==> config.mk <==
export PLATFORM = sky130hd
export DESIGN_NAME = password_lock_command_parser_core_flat
export DESIGN_NICKNAME = d
export VERILOG_FILES = /design/src/rtl/plcp_pkg.sv /design/src/rtl/plcp_if.sv /design/src/rtl/plcp_line_scan.sv /design/src/rtl/plcp_action.sv /design/src/rtl/password_lock_command_parser_core.sv /design/src/flat_wrapper.sv
export SDC_FILE = /design/constraint.sdc
export NUM_CORES = 1
export LEC_CHECK = 0
export BUFFER_PORTS_ARGS = -buffer_cell sky130_fd_sc_hd__buf_2
export CAP_MARGIN = 5
export CORE_ASPECT_RATIO = 0.9
export CORE_MARGIN = 4
export CORE_UTILIZATION = 55
export DETAILED_ROUTE_END_ITERATION = 8
export PLACE_DENSITY = 0.73
export SKIP_LAST_GASP = 1
export SLEW_MARGIN = 20
export SYNTH_ARGS = -nofsm -noshare
export SYNTH_HDL_FRONTEND = slang
export SYNTH_SLANG_ARGS = --single-unit
export TNS_END_PERCENT = 30
==> constraint.sdc <==
create_clock -name clk_i -period 3.1 [get_ports clk_i]
set_input_delay 0.31 -clock clk_i [delete_from_list [all_inputs] [get_ports clk_i]]
set_output_delay 0.31 -clock clk_i [all_outputs]
set_load 0.03 [all_outputs]
==> src/rtl/plcp_pkg.sv <==
package plcp_pkg;

  // Character codes used by the command grammar.
  localparam logic [7:0] CHAR_CR    = 8'h0D;
  localparam logic [7:0] CHAR_LF    = 8'h0A;
  localparam logic [7:0] CHAR_COLON = 8'h3A;
  localparam logic [7:0] CHAR_0     = 8'h30;
  localparam logic [7:0] CHAR_9     = 8'h39;
  localparam logic [7:0] CHAR_A     = 8'h41;
  localparam logic [7:0] CHAR_C     = 8'h43;
  localparam logic [7:0] CHAR_D     = 8'h44;
  localparam logic [7:0] CHAR_E     = 8'h45;
  localparam logic [7:0] CHAR_H     = 8'h48;
  localparam logic [7:0] CHAR_K     = 8'h4B;
  localparam logic [7:0] CHAR_L     = 8'h4C;
  localparam logic [7:0] CHAR_M     = 8'h4D;
  localparam logic [7:0] CHAR_O     = 8'h4F;
  localparam logic [7:0] CHAR_P     = 8'h50;
  localparam logic [7:0] CHAR_S     = 8'h53;
  localparam logic [7:0] CHAR_T     = 8'h54;
  localparam logic [7:0] CHAR_W     = 8'h57;

  // Bit positions in the keyword flags, listed in priority order.
  localparam int KW_STS   = 0;
  localparam int KW_SET   = 1;
  localparam int KW_CHK   = 2;
  localparam int KW_PWD   = 3;
  localparam int KW_ALM   = 4;
  localparam int KW_TMO   = 5;
  localparam int KW_COUNT = 6;

  localparam int TIMEOUT_W  = 6;
  localparam int VALUE_W    = 8;
  localparam int CFG_INDEX_W = 2;

  localparam logic [CFG_INDEX_W-1:0] CFG_TIMEOUT_MIN = 2'd0;
  localparam logic [CFG_INDEX_W-1:0] CFG_TIMEOUT_MAX = 2'd1;

  localparam logic [TIMEOUT_W-1:0] TIMEOUT_MIN_RESET    = 6'd5;
  localparam logic [TIMEOUT_W-1:0] TIMEOUT_MAX_RESET    = 6'd30;
  localparam logic [TIMEOUT_W-1:0] STORED_TIMEOUT_RESET = 6'd15;

  typedef enum logic [1:0] {
    REPLY_NONE = 2'd0,
    REPLY_FAIL = 2'd1,
    REPLY_OK   = 2'd2
  } reply_e;

  typedef struct packed {
    logic                eol;
    logic [KW_COUNT-1:0] keywords;
    logic [VALUE_W-1:0]  value;
    logic                count_exact;
  } scan_info_t;

  typedef struct packed {
    logic                 valid;
    reply_e               reply;
    logic                 open_door;
    logic                 sound_alarm;
    logic [TIMEOUT_W-1:0] timeout_seconds;
  } result_t;

endpackage

==> src/rtl/plcp_if.sv <==
interface plcp_byte_if;
  logic       valid;
  logic       ready;
  logic [7:0] rx_byte;

  modport source (output valid, output rx_byte, input ready);
  modport sink (input valid, input rx_byte, output ready);
endinterface

interface plcp_cfg_if;
  logic       valid;
  logic       ready;
  logic [1:0] index;
  logic [5:0] data;

  modport source (output valid, output index, output data, input ready);
  modport sink (input valid, input index, input data, output ready);
endinterface

interface plcp_result_if;
  logic       valid;
  logic       ready;
  logic [1:0] reply;
  logic       open_door;
  logic       sound_alarm;
  logic [5:0] timeout_seconds;

  modport source (output valid, output reply, output open_door, output sound_alarm,
                  output timeout_seconds, input ready);
  modport sink (input valid, input reply, input open_door, input sound_alarm,
                input timeout_seconds, output ready);
endinterface

==> src/rtl/plcp_line_scan.sv <==
module plcp_line_scan
  import plcp_pkg::*;
#(
  parameter int LINE_LIMIT      = 32,
  parameter int PASSWORD_DIGITS = 5
) (
  input  logic                             clk_i,
  input  logic                             rst_ni,
  input  logic                             step_i,
  input  logic [7:0]                       byte_i,
  output scan_info_t                       info_o,
  output logic [PASSWORD_DIGITS-1:0][3:0]  digits_o
);

  localparam int LW = $clog2(LINE_LIMIT);
  localparam int CW = $clog2(PASSWORD_DIGITS + 2);
  localparam logic [LW-1:0] LEN_LAST = LW'(LINE_LIMIT - 1);
  localparam logic [CW-1:0] CNT_FULL = CW'(PASSWORD_DIGITS);

  logic [LW-1:0]                      len_q, len_d;
  logic [2:0][7:0]                    rec_q, rec_d;
  logic [KW_COUNT-1:0]                kw_q, kw_d;
  logic                               colon_q, colon_d;
  logic [CW-1:0]                      cnt_q, cnt_d;
  logic [PASSWORD_DIGITS-1:0][3:0]    dig_q, dig_d;
  logic [VALUE_W-1:0]                 val_q, val_d;

  logic        overflow;
  logic        is_eol;
  logic        is_digit;
  logic [3:0]  digit;
  logic [11:0] prod;

  always_comb begin
    overflow = (len_q >= LEN_LAST);
    is_eol   = !overflow && ((byte_i == CHAR_CR) || (byte_i == CHAR_LF));
    is_digit = colon_q && (byte_i >= CHAR_0) && (byte_i <= CHAR_9);
    digit    = byte_i[3:0];
    prod     = ({4'd0, val_q} << 3) + ({4'd0, val_q} << 1) + {8'd0, digit};

    len_d   = len_q + 1'b1;
    kw_d    = kw_q;
    colon_d = colon_q | (byte_i == CHAR_COLON);
    cnt_d   = cnt_q;
    dig_d   = dig_q;
    val_d   = val_q;
    rec_d[2] = rec_q[1];
    rec_d[1] = rec_q[0];
    rec_d[0] = byte_i;

    if (rec_q[1] == CHAR_S && rec_q[0] == CHAR_T && byte_i == CHAR_S) begin
      kw_d[KW_STS] = 1'b1;
    end
    if (rec_q[1] == CHAR_A && rec_q[0] == CHAR_L && byte_i == CHAR_M) begin
      kw_d[KW_ALM] = 1'b1;
    end
    if (byte_i == CHAR_COLON) begin
      if (rec_q[2] == CHAR_S && rec_q[1] == CHAR_E && rec_q[0] == CHAR_T) begin
        kw_d[KW_SET] = 1'b1;
      end
      if (rec_q[2] == CHAR_C && rec_q[1] == CHAR_H && rec_q[0] == CHAR_K) begin
        kw_d[KW_CHK] = 1'b1;
      end
      if (rec_q[2] == CHAR_P && rec_q[1] == CHAR_W && rec_q[0] == CHAR_D) begin
        kw_d[KW_PWD] = 1'b1;
      end
      if (rec_q[2] == CHAR_T && rec_q[1] == CHAR_M && rec_q[0] == CHAR_O) begin
        kw_d[KW_TMO] = 1'b1;
      end
    end

    if (is_digit) begin
      for (int i = 0; i < PASSWORD_DIGITS; i++) begin
        if (cnt_q == CW'(i)) begin
          dig_d[i] = digit;
        end
      end
      // The count stops one past the password length, which is enough to
      // tell "exactly right" from "too many".
      if (cnt_q <= CNT_FULL) begin
        cnt_d = cnt_q + 1'b1;
      end
      val_d = (prod > 12'd255) ? 8'hFF : prod[7:0];
    end

    if (overflow || is_eol) begin
      len_d   = '0;
      rec_d   = '0;
      kw_d    = '0;
      colon_d = 1'b0;
      cnt_d   = '0;
      dig_d   = '0;
      val_d   = '0;
    end
  end

  always_ff @(posedge clk_i or negedge rst_ni) begin
    if (!rst_ni) begin
      len_q   <= '0;
      rec_q   <= '0;
      kw_q    <= '0;
      colon_q <= 1'b0;
      cnt_q   <= '0;
      dig_q   <= '0;
      val_q   <= '0;
    end else if (step_i) begin
      len_q   <= len_d;
      rec_q   <= rec_d;
      kw_q    <= kw_d;
      colon_q <= colon_d;
      cnt_q   <= cnt_d;
      dig_q   <= dig_d;
      val_q   <= val_d;
    end
  end

  assign info_o.eol         = is_eol;
  assign info_o.keywords    = kw_q;
  assign info_o.value       = val_q;
  assign info_o.count_exact = (cnt_q == CNT_FULL);
  assign digits_o           = dig_q;

endmodule

==> src/rtl/plcp_action.sv <==
module plcp_action
  import plcp_pkg::*;
#(
  parameter int PASSWORD_DIGITS = 5
) (
  input  logic                             clk_i,
  input  logic                             rst_ni,
  input  logic                             step_i,
  input  scan_info_t                       info_i,
  input  logic [PASSWORD_DIGITS-1:0][3:0]  digits_i,
  input  logic                             cfg_we_i,
  input  logic [CFG_INDEX_W-1:0]           cfg_index_i,
  input  logic [TIMEOUT_W-1:0]             cfg_data_i,
  output result_t                          result_o
);

  logic [PASSWORD_DIGITS-1:0][3:0] pwd_q, pwd_d;
  logic                            present_q, present_d;
  logic [TIMEOUT_W-1:0]            tmo_q, tmo_d;
  logic [TIMEOUT_W-1:0]            tmin_q, tmax_q;
  logic                            match;
  logic                            in_bounds;

  always_comb begin
    match     = info_i.count_exact && (digits_i == pwd_q);
    in_bounds = (info_i.value >= {2'b00, tmin_q}) && (info_i.value <= {2'b00, tmax_q});

    pwd_d     = pwd_q;
    present_d = present_q;
    tmo_d     = tmo_q;

    result_o.valid       = info_i.eol;
    result_o.reply       = REPLY_NONE;
    result_o.open_door   = 1'b0;
    result_o.sound_alarm = 1'b0;

    if (info_i.keywords[KW_STS]) begin
      result_o.reply = present_q ? REPLY_OK : REPLY_FAIL;
    end else if (info_i.keywords[KW_SET]) begin
      // Digits past the count are still clear, which gives the zero padding.
      pwd_d          = digits_i;
      present_d      = 1'b1;
      result_o.reply = REPLY_OK;
    end else if (info_i.keywords[KW_CHK]) begin
      result_o.reply = match ? REPLY_OK : REPLY_FAIL;
    end else if (info_i.keywords[KW_PWD]) begin
      result_o.reply     = match ? REPLY_OK : REPLY_FAIL;
      result_o.open_door = match;
    end else if (info_i.keywords[KW_ALM]) begin
      result_o.sound_alarm = 1'b1;
    end else if (info_i.keywords[KW_TMO]) begin
      if (in_bounds) begin
        tmo_d          = info_i.value[TIMEOUT_W-1:0];
        result_o.reply = REPLY_OK;
      end else begin
        result_o.reply = REPLY_FAIL;
      end
    end else begin
      result_o.valid = 1'b0;
    end

    result_o.timeout_seconds = tmo_d;
  end

  always_ff @(posedge clk_i or negedge rst_ni) begin
    if (!rst_ni) begin
      pwd_q     <= '0;
      present_q <= 1'b0;
      tmo_q     <= STORED_TIMEOUT_RESET;
    end else if (step_i && info_i.eol) begin
      pwd_q     <= pwd_d;
      present_q <= present_d;
      tmo_q     <= tmo_d;
    end
  end

  always_ff @(posedge clk_i or negedge rst_ni) begin
    if (!rst_ni) begin
      tmin_q <= TIMEOUT_MIN_RESET;
      tmax_q <= TIMEOUT_MAX_RESET;
    end else if (cfg_we_i) begin
      case (cfg_index_i)
        CFG_TIMEOUT_MIN: tmin_q <= cfg_data_i;
        CFG_TIMEOUT_MAX: tmax_q <= cfg_data_i;
        default: ;
      endcase
    end
  end

endmodule

==> src/rtl/password_lock_command_parser_core.sv <==
// Command parser for a password lock, fed one received character at a time.
// rx_i carries characters; a line ends at CR or LF and is then decoded.
// res_o carries one transaction per line that holds a keyword (STS, SET:,
// CHK:, PWD:, ALM, TMO:); other lines and overlong lines give nothing.
// cfg_i writes timeout_min (index 0) and timeout_max (index 1); it is
// always ready and should only be used while no line is in flight.
// Throughput is one character per cycle while res_o does not stall. A character
// taken into the input register is decoded from there, and its result is loaded
// into the output register when that character advances out of the input register.
// The line state and the stored password update at that same advance, so the
// character rate is set by the path from the input register
// through the keyword and digit logic into the output register.
// When res_o stalls, the output register holds its transaction, one more
// character can still be taken while the input register is empty, and then rx_i.ready
// drops until the result is taken.
// Reset empties both registers, clears the line and the password, and loads
// timeout_min 5, timeout_max 30 and a stored timeout of 15.
module password_lock_command_parser_core
  import plcp_pkg::*;
#(
  parameter int LINE_LIMIT      = 32,
  parameter int PASSWORD_DIGITS = 5
) (
  input  logic          clk_i,
  input  logic          rst_ni,
  plcp_byte_if.sink     rx_i,
  plcp_cfg_if.sink      cfg_i,
  plcp_result_if.source res_o
);

  logic       in_valid_q, in_valid_d;
  logic [7:0] in_byte_q;
  logic       out_valid_q, out_valid_d;
  result_t    out_q;
  logic       advance;
  logic       rx_take;

  scan_info_t                      info;
  logic [PASSWORD_DIGITS-1:0][3:0] digits;
  result_t                         result;

  assign advance     = in_valid_q && (!out_valid_q || res_o.ready);
  assign rx_i.ready  = !in_valid_q || advance;
  assign rx_take     = rx_i.valid && rx_i.ready;
  assign in_valid_d  = rx_take || (in_valid_q && !advance);
  assign out_valid_d = advance ? result.valid : (out_valid_q && !res_o.ready);
  assign cfg_i.ready = 1'b1;

  plcp_line_scan #(
    .LINE_LIMIT      (LINE_LIMIT),
    .PASSWORD_DIGITS (PASSWORD_DIGITS)
  ) u_scan (
    .clk_i    (clk_i),
    .rst_ni   (rst_ni),
    .step_i   (advance),
    .byte_i   (in_byte_q),
    .info_o   (info),
    .digits_o (digits)
  );

  plcp_action #(
    .PASSWORD_DIGITS (PASSWORD_DIGITS)
  ) u_action (
    .clk_i       (clk_i),
    .rst_ni      (rst_ni),
    .step_i      (advance),
    .info_i      (info),
    .digits_i    (digits),
    .cfg_we_i    (cfg_i.valid),
    .cfg_index_i (cfg_i.index),
    .cfg_data_i  (cfg_i.data),
    .result_o    (result)
  );

  always_ff @(posedge clk_i or negedge rst_ni) begin
    if (!rst_ni) begin
      in_valid_q  <= 1'b0;
      out_valid_q <= 1'b0;
    end else begin
      in_valid_q  <= in_valid_d;
      out_valid_q <= out_valid_d;
    end
  end

  always_ff @(posedge clk_i) begin
    if (rx_take) begin
      in_byte_q <= rx_i.rx_byte;
    end
    if (advance && result.valid) begin
      out_q <= result;
    end
  end

  assign res_o.valid           = out_valid_q;
  assign res_o.reply           = out_q.reply;
  assign res_o.open_door       = out_q.open_door;
  assign res_o.sound_alarm     = out_q.sound_alarm;
  assign res_o.timeout_seconds = out_q.timeout_seconds;

  // The door only opens on a successful password check.
  assert property (@(posedge clk_i) disable iff (!rst_ni)
    (res_o.valid && res_o.open_door) |-> (res_o.reply == REPLY_OK))
    else $error("open_door without an ok reply");

  // An alarm transaction carries no reply character and no door command.
  assert property (@(posedge clk_i) disable iff (!rst_ni)
    (res_o.valid && res_o.sound_alarm) |-> (res_o.reply == REPLY_NONE && !res_o.open_door))
    else $error("alarm result carries a reply or door command");

  // Input backs up only when both registers are full and the output stalls.
  assert property (@(posedge clk_i) disable iff (!rst_ni)
    !rx_i.ready |-> (in_valid_q && out_valid_q && !res_o.ready))
    else $error("input stalled without a full pipeline");

  // A stalled result stays in the output register into the next cycle.
  assert property (@(posedge clk_i) disable iff (!rst_ni)
    (out_valid_q && !res_o.ready) |=> (out_valid_q && $stable(out_q)))
    else $error("stalled result was lost or changed");

endmodule

==> src/flat_wrapper.sv <==
// flat-port wrapper written by rule: the top's interface ports become plain ports
module password_lock_command_parser_core_flat import plcp_pkg::*;
#(
  parameter int LINE_LIMIT      = 32,
  parameter int PASSWORD_DIGITS = 5
)
  (clk_i, rst_ni, rx_i_valid, rx_i_rx_byte, rx_i_ready, cfg_i_valid, cfg_i_index, cfg_i_data, cfg_i_ready, res_o_valid, res_o_reply, res_o_open_door, res_o_sound_alarm, res_o_timeout_seconds, res_o_ready);
  plcp_byte_if rx_i_i ();
  plcp_cfg_if cfg_i_i ();
  plcp_result_if res_o_i ();
  input  logic clk_i;
  input  logic rst_ni;
  input wire logic [$bits(rx_i_i.valid)-1:0] rx_i_valid;
  input wire logic [$bits(rx_i_i.rx_byte)-1:0] rx_i_rx_byte;
  output wire logic [$bits(rx_i_i.ready)-1:0] rx_i_ready;
  input wire logic [$bits(cfg_i_i.valid)-1:0] cfg_i_valid;
  input wire logic [$bits(cfg_i_i.index)-1:0] cfg_i_index;
  input wire logic [$bits(cfg_i_i.data)-1:0] cfg_i_data;
  output wire logic [$bits(cfg_i_i.ready)-1:0] cfg_i_ready;
  output wire logic [$bits(res_o_i.valid)-1:0] res_o_valid;
  output wire logic [$bits(res_o_i.reply)-1:0] res_o_reply;
  output wire logic [$bits(res_o_i.open_door)-1:0] res_o_open_door;
  output wire logic [$bits(res_o_i.sound_alarm)-1:0] res_o_sound_alarm;
  output wire logic [$bits(res_o_i.timeout_seconds)-1:0] res_o_timeout_seconds;
  input wire logic [$bits(res_o_i.ready)-1:0] res_o_ready;
  assign rx_i_i.valid = rx_i_valid;
  assign rx_i_i.rx_byte = rx_i_rx_byte;
  assign rx_i_ready = rx_i_i.ready;
  assign cfg_i_i.valid = cfg_i_valid;
  assign cfg_i_i.index = cfg_i_index;
  assign cfg_i_i.data = cfg_i_data;
  assign cfg_i_ready = cfg_i_i.ready;
  assign res_o_valid = res_o_i.valid;
  assign res_o_reply = res_o_i.reply;
  assign res_o_open_door = res_o_i.open_door;
  assign res_o_sound_alarm = res_o_i.sound_alarm;
  assign res_o_timeout_seconds = res_o_i.timeout_seconds;
  assign res_o_i.ready = res_o_ready;
  password_lock_command_parser_core #(.LINE_LIMIT(LINE_LIMIT), .PASSWORD_DIGITS(PASSWORD_DIGITS)) u_core (.clk_i(clk_i), .rst_ni(rst_ni), .rx_i(rx_i_i), .cfg_i(cfg_i_i), .res_o(res_o_i));
endmodule
# After elaboration in Yosys (flattened, before gate mapping)
# Index checks and enable logic that the tools add are counted.
# word_totals
regBits	126
in_bits	21
elab_cells	190
# op_classes
add_sub_neg	4
magnitude_cmp	7
eq_ne	27
mux	48
n_bitwise	3
n_reduce_logical	67
# ops
operator	count
$eq A8 B7 Y1 const B	17
$mux W6	8
$mux W20	2
$reduce_and A3 Y1	11
$reduce_bool A2 Y1	14
$mux W24	1
$mux W8	3
$logic_and A1 B1 Y1	23
$eq A20 B20 Y1	1
$mux W4	5
$eq A8 B4 Y1 const B	2
$mux W2	8
$mux W1	15
$mux W3	5
$add A11 B9 Y12	1
$add A12 B4 Y12	1
$gt A12 B8 Y1 const B	1
$reduce_and A2 Y1	5
$eq A8 B6 Y1 const B	1
$ge A8 B6 Y1	1
$ge A8 B6 Y1 const B	1
$le A8 B6 Y1	1
$le A8 B6 Y1 const B	1
$reduce_or A4 Y1	2
15 further kinds	26

# Longest topological paths before layout
# logic_depth
word_depth	10
mapped_depth	9
depth_no_buf	9

# Modules after synthesis
# Synthesis repeated with hierarchy kept, for this count alone.
# hier_totals
cells_unflattened	589
area_unflattened_um2	6483.7
# modules_own_cells
module	n_inst	cells_each	area_each_um2	seq_area_each_um2
plcp_line_scan	1	370	3588.4	1676.6
plcp_action	1	189	2232.1	988.4
password_lock_command_parser_core	1	30	663.1	590.6

# Worst setup path before layout
# Ideal clock, no wire load.
# synth_timing
path_kind	reg2reg
startpoint	register u_core.u_scan.val_q[0]
endpoint	register u_core.u_scan.val_q[7]
setup_time_ns	0.121
arrival_ns	2.292
t_required_ns	2.979
path_slack_ns	0.687
path_stages_with_launch	9
n_path_buf	0
path_cell_list	dfrtp_1 fa_1 ha_1 a21o_1 a21oi_1 a41o_1 nand4_1 o21ai_0 nand2_1
# synth_via
elab_chain_len	6
# synth_lines
element	line	text
from (decl)	plcp_line_scan.sv:26	logic [VALUE_W-1:0] val_q, val_d;
from (signal assigned)	plcp_line_scan.sv:113	val_q <= val_d;
$add A11 B9 Y12 (*)	plcp_line_scan.sv:39	prod = ({4'd0, val_q} << 3) + ({4'd0, val_q} << 1) + {8'd0, digit};
$add A12 B4 Y12 (*)	plcp_line_scan.sv:39	
$gt A12 B8 Y1	plcp_line_scan.sv:83	val_d = (prod > 12'd255) ? 8'hFF : prod[7:0];
$mux W8 (*)	plcp_line_scan.sv:83	
$mux W8 (*)	plcp_line_scan.sv:72	if (is_digit) begin
$mux W8 (*)	plcp_line_scan.sv:86	if (overflow || is_eol) begin
# Mark *: on every way between the ends. The rest lies on a longest branch, timed or not. The select of a mux whose other input is x is not followed.
# A chain may end at the register's enable or synchronous reset.

# Final worst setup path
# Ends and elaborated chain as after synthesis.

==> results.md <==
* Number of library cell types mapped by synthesis at 70
* R2R Path Start: u_core.u_scan.val_q[0]
* Largest stage delay, worst path at 0.64 ns
* Synth Cell Area at 6260 um2
* Fin Hold WS at 0.0448 ns
* Critical path type: reg2reg
* Die Span Y at 109 um
* Crit path time final at 2.75 ns
* Routed WL per cell at 17.1 um
* Placed cells at 734
* Die width at 120 um
* Max Clock Freq at 0.364 GHz
* Placeable Area at 11000 um2
* DRT iter0 DRCs at 306
* Worst Hold Class: in2async
* Crit-path cells: fa_1 -> ha_1 -> a21o_1 -> a21oi_1 -> a41o_1 -> nand4_1 -> o21ai_0 -> nand2_1
* Area grow syn2layout at 13.7%
* Die area at 13200 um2
* H-tree depth at 4
* Clock buffer depth at 2
* RD Place Congestion at 0.862
* Reg2reg setup slack at 0.35 ns
* Clock Latency Late Sink at 0.41 ns
* Yosys reg bits at 126
* Ys flop type: dfrtp_1
* Cell Pwr Density at 711 nW/um2
* CTS buffer count at 17
* Syn_nets at 613
* Setup violations, final at 0
* Status: finished, final reports clean
* Row Count at 36
* Total negative slack at 0 ns
* Slew Viols, Final at 0
* Tot GR Track Use at 21.8%
* Sequential-to-total area share from yosys stat at 52.0%
* Post-synth ARST share at 85.7%
* Cell Area, Placed at 6610 um2
* Critical Path Source Type: flop
* Largest net degree at the start of global routing at 77
* Final Hold Viols at 0
* Final period utilization at 88.7%
* Clk sink count at 126
* Setup Fix Bufs, Post-CTS at 0
* Fin area at 7120 um2
* DRC viols at 0
* ANT nets after route at 0
* RR Endpoint: u_core.u_scan.val_q[7]
* Cts hold-fix bufs at 0
* Slew margin rel. at 35.3%
* Drt pass-1 iters at 5
* R2R depth at 8
* Routed WL at 13100 um
* RSZ-0062 raised after global routing: no
* Nets@finish at 658
* Synth Warn # at 0
* Vias in the first global route at 4562
* CTS tree: yes
* Final global-route overflow total at 0
* Total power at 5.06 mW
* Leakage at 3.47 nW
* Max-Cap Viols at 0
* Crit path DAT at 3.05 ns
* Slowest CP cell: fa_1
* Nature of the critical path endpoint: flop
* Clock skew at 0.00909 ns
* Initial antenna violation count at 0
* CP Max Fanout at 8
* Hpwl dp at 9300 um
* Post-Syn Area per Cell at 11.3 um2
* Maximum VDD drop at 383 uV
* Initial cell density of the core at 57.0%
* Via Count at 4394
* CTS resizes at 0
* Critical Path RT at 3.40 ns
* First-pass GRT wire length at 22400 um
* Clk slew on worst S/H paths at 0.06 ns
* Cell count after synthesis at 556
* Post-synth EDFFs at 18
* Clock root cell: clkbuf_16
* Non-filler cells, final at 765
* Vias per Instance at 5.74
* Io pins at 34
* N_diodes at 0
* Number of port buffers at 32
* Layout cell share with drive strength beyond 1 at 21.4%
* Slew of the pin with the lowest slew margin at 0.970 ns
synthesized netlist by cell type (all sizes together) (4+ instances only):
| cell | count | share of area (%) |
|---|---|---|
| dfrtp | 98 | 39 |
| nor3b | 4 | 0.56 |
| a41oi | 5 | 0.70 |
| and3 | 6 | 0.70 |
| xor2 | 18 | 2.5 |
| nand3 | 8 | 0.72 |
| clkbuf | 9 | 0.54 |
| nand4 | 6 | 0.60 |
| xnor2 | 6 | 0.84 |
| edfxtp | 18 | 8.6 |
| o21ai | 41 | 3.3 |
| nand2 | 84 | 5.2 |
| mux2 | 40 | 7.6 |
| dfstp | 10 | 4.2 |
| nor4 | 6 | 0.60 |
| inv | 24 | 1.4 |
| o31ai | 5 | 0.60 |
| nor2 | 27 | 1.8 |
| ha | 34 | 6.8 |
| buf | 9 | 1.0 |
| a22o | 20 | 2.8 |
| a21oi | 17 | 1.4 |
| nand3b | 4 | 0.48 |
| and2 | 6 | 0.60 |
| nor3 | 8 | 0.90 |
routing by layer:
metal	GRT usage (%)	share of wire (%)	wire (um)	vias to the layer above
li1	-	-	-	2079
met1	29.2	44	5820	2155
met2	35.3	48	6270	141
met3	5.81	6.4	837	19
met4	6.63	1.2	157	0
met5	0	0	0	-
power breakdown:
group | switching [mW] | internal (mW) | leakage [nW]
logic | 0.682 | 0.521 | 1.64
clock network | 0.675 | 1.05 | 0.260
registers | 0.240 | 1.89 | 1.57
cell type report:
class                      instances  area (um2)
clock buffer                      23         468
tap                              152         190
timing repair buffer              44         253
inverter                          24        90.1
fill                             900        3870
multi-input combinational        388        2820
clock inverter                     8        41.3
sequential                       126        3260
placed cells by master, fill, tap and decap left out, types with 7 or more instances in the layout:
cell	n
nand2_1	83
edfxtp_1	18
o21ai_0	41
ha_1	34
nand3_1	7
mux2_1	8
clkbuf_16	17
xor2_1	18
dfstp_2	10
inv_1	23
dfrtp_1	98
a21oi_1	16
mux2_2	26
buf_2	31
buf_4	13
nor2_1	25
a22o_1	20
clkinv_2	7
how the worst max path moves through the flow:
stage	to	startpoint	cells past startpoint	slack, ns
after global placement	u_core.u_scan.val_q[7]	u_core.u_scan.val_q[2]	8	0.45
after detailed placement	u_core.u_scan.val_q[7]	u_core.u_scan.val_q[2]	8	0.38
after floorplan	u_core.u_scan.val_q[7]	u_core.u_scan.val_q[0]	8	0.69
after CTS	u_core.u_scan.val_q[7]	u_core.u_scan.val_q[0]	8	0.36
after global routing	u_core.u_scan.val_q[7]	u_core.u_scan.val_q[2]	8	0.23
final	u_core.u_scan.val_q[7]	u_core.u_scan.val_q[0]	8	0.35
per-stage QoR:
stage | utilization (%) | setup WS [ns]
2_1_floorplan | - | 0.687
6_report | 64.7 | 0.351
5_1_grt | 64.7 | 0.228
3_5_place_dp | 60.1 | 0.383
3_3_place_gp | 60.1 | 0.450
4_1_cts | 64.7 | 0.361
cell families after synthesis:
kind of cell	count (synthesis)	share of synthesized area [%]
flops	126	52.0
simple gates	180	14.9
buf+inv	42	2.98
xor+xnor	24	3.36
other cells	1	0.0599
compound gates	107	11.7
fa+ha+maj	36	7.44
mux	40	7.56
worst max-delay path: cells and delay by family (launching register included):
family          cells  cell delay (ns)
flops               1             0.47
simple gates        2             0.38
compound gates      4             0.90
fa+ha+maj           2             0.88
registers in the layout, indices dropped and copies added, names as in the netlist:
register / cells
u_core.u_scan.len_q: 5
u_core.u_scan.colon_q: 1
u_core.in_valid_q: 1
u_core.u_scan.val_q: 8
u_core.u_action.tmin_q: 6
u_core.res_o.open_door: 1
u_core.u_scan.kw_q: 6
u_core.res_o.sound_alarm: 1
u_core.u_action.tmax_q: 6
u_core.u_scan.rec_q: 24
u_core.u_scan.digits_o: 20
u_core.u_action.pwd_q: 20
u_core.u_action.present_q: 1
u_core.res_o.reply: 2
u_core.u_scan.cnt_q: 3
u_core.in_byte_q: 8
u_core.u_action.tmo_q: 6
u_core.res_o.valid: 1
u_core.res_o.timeout_seconds: 6
No activity file was read; power rests on OpenSTA's default activity.
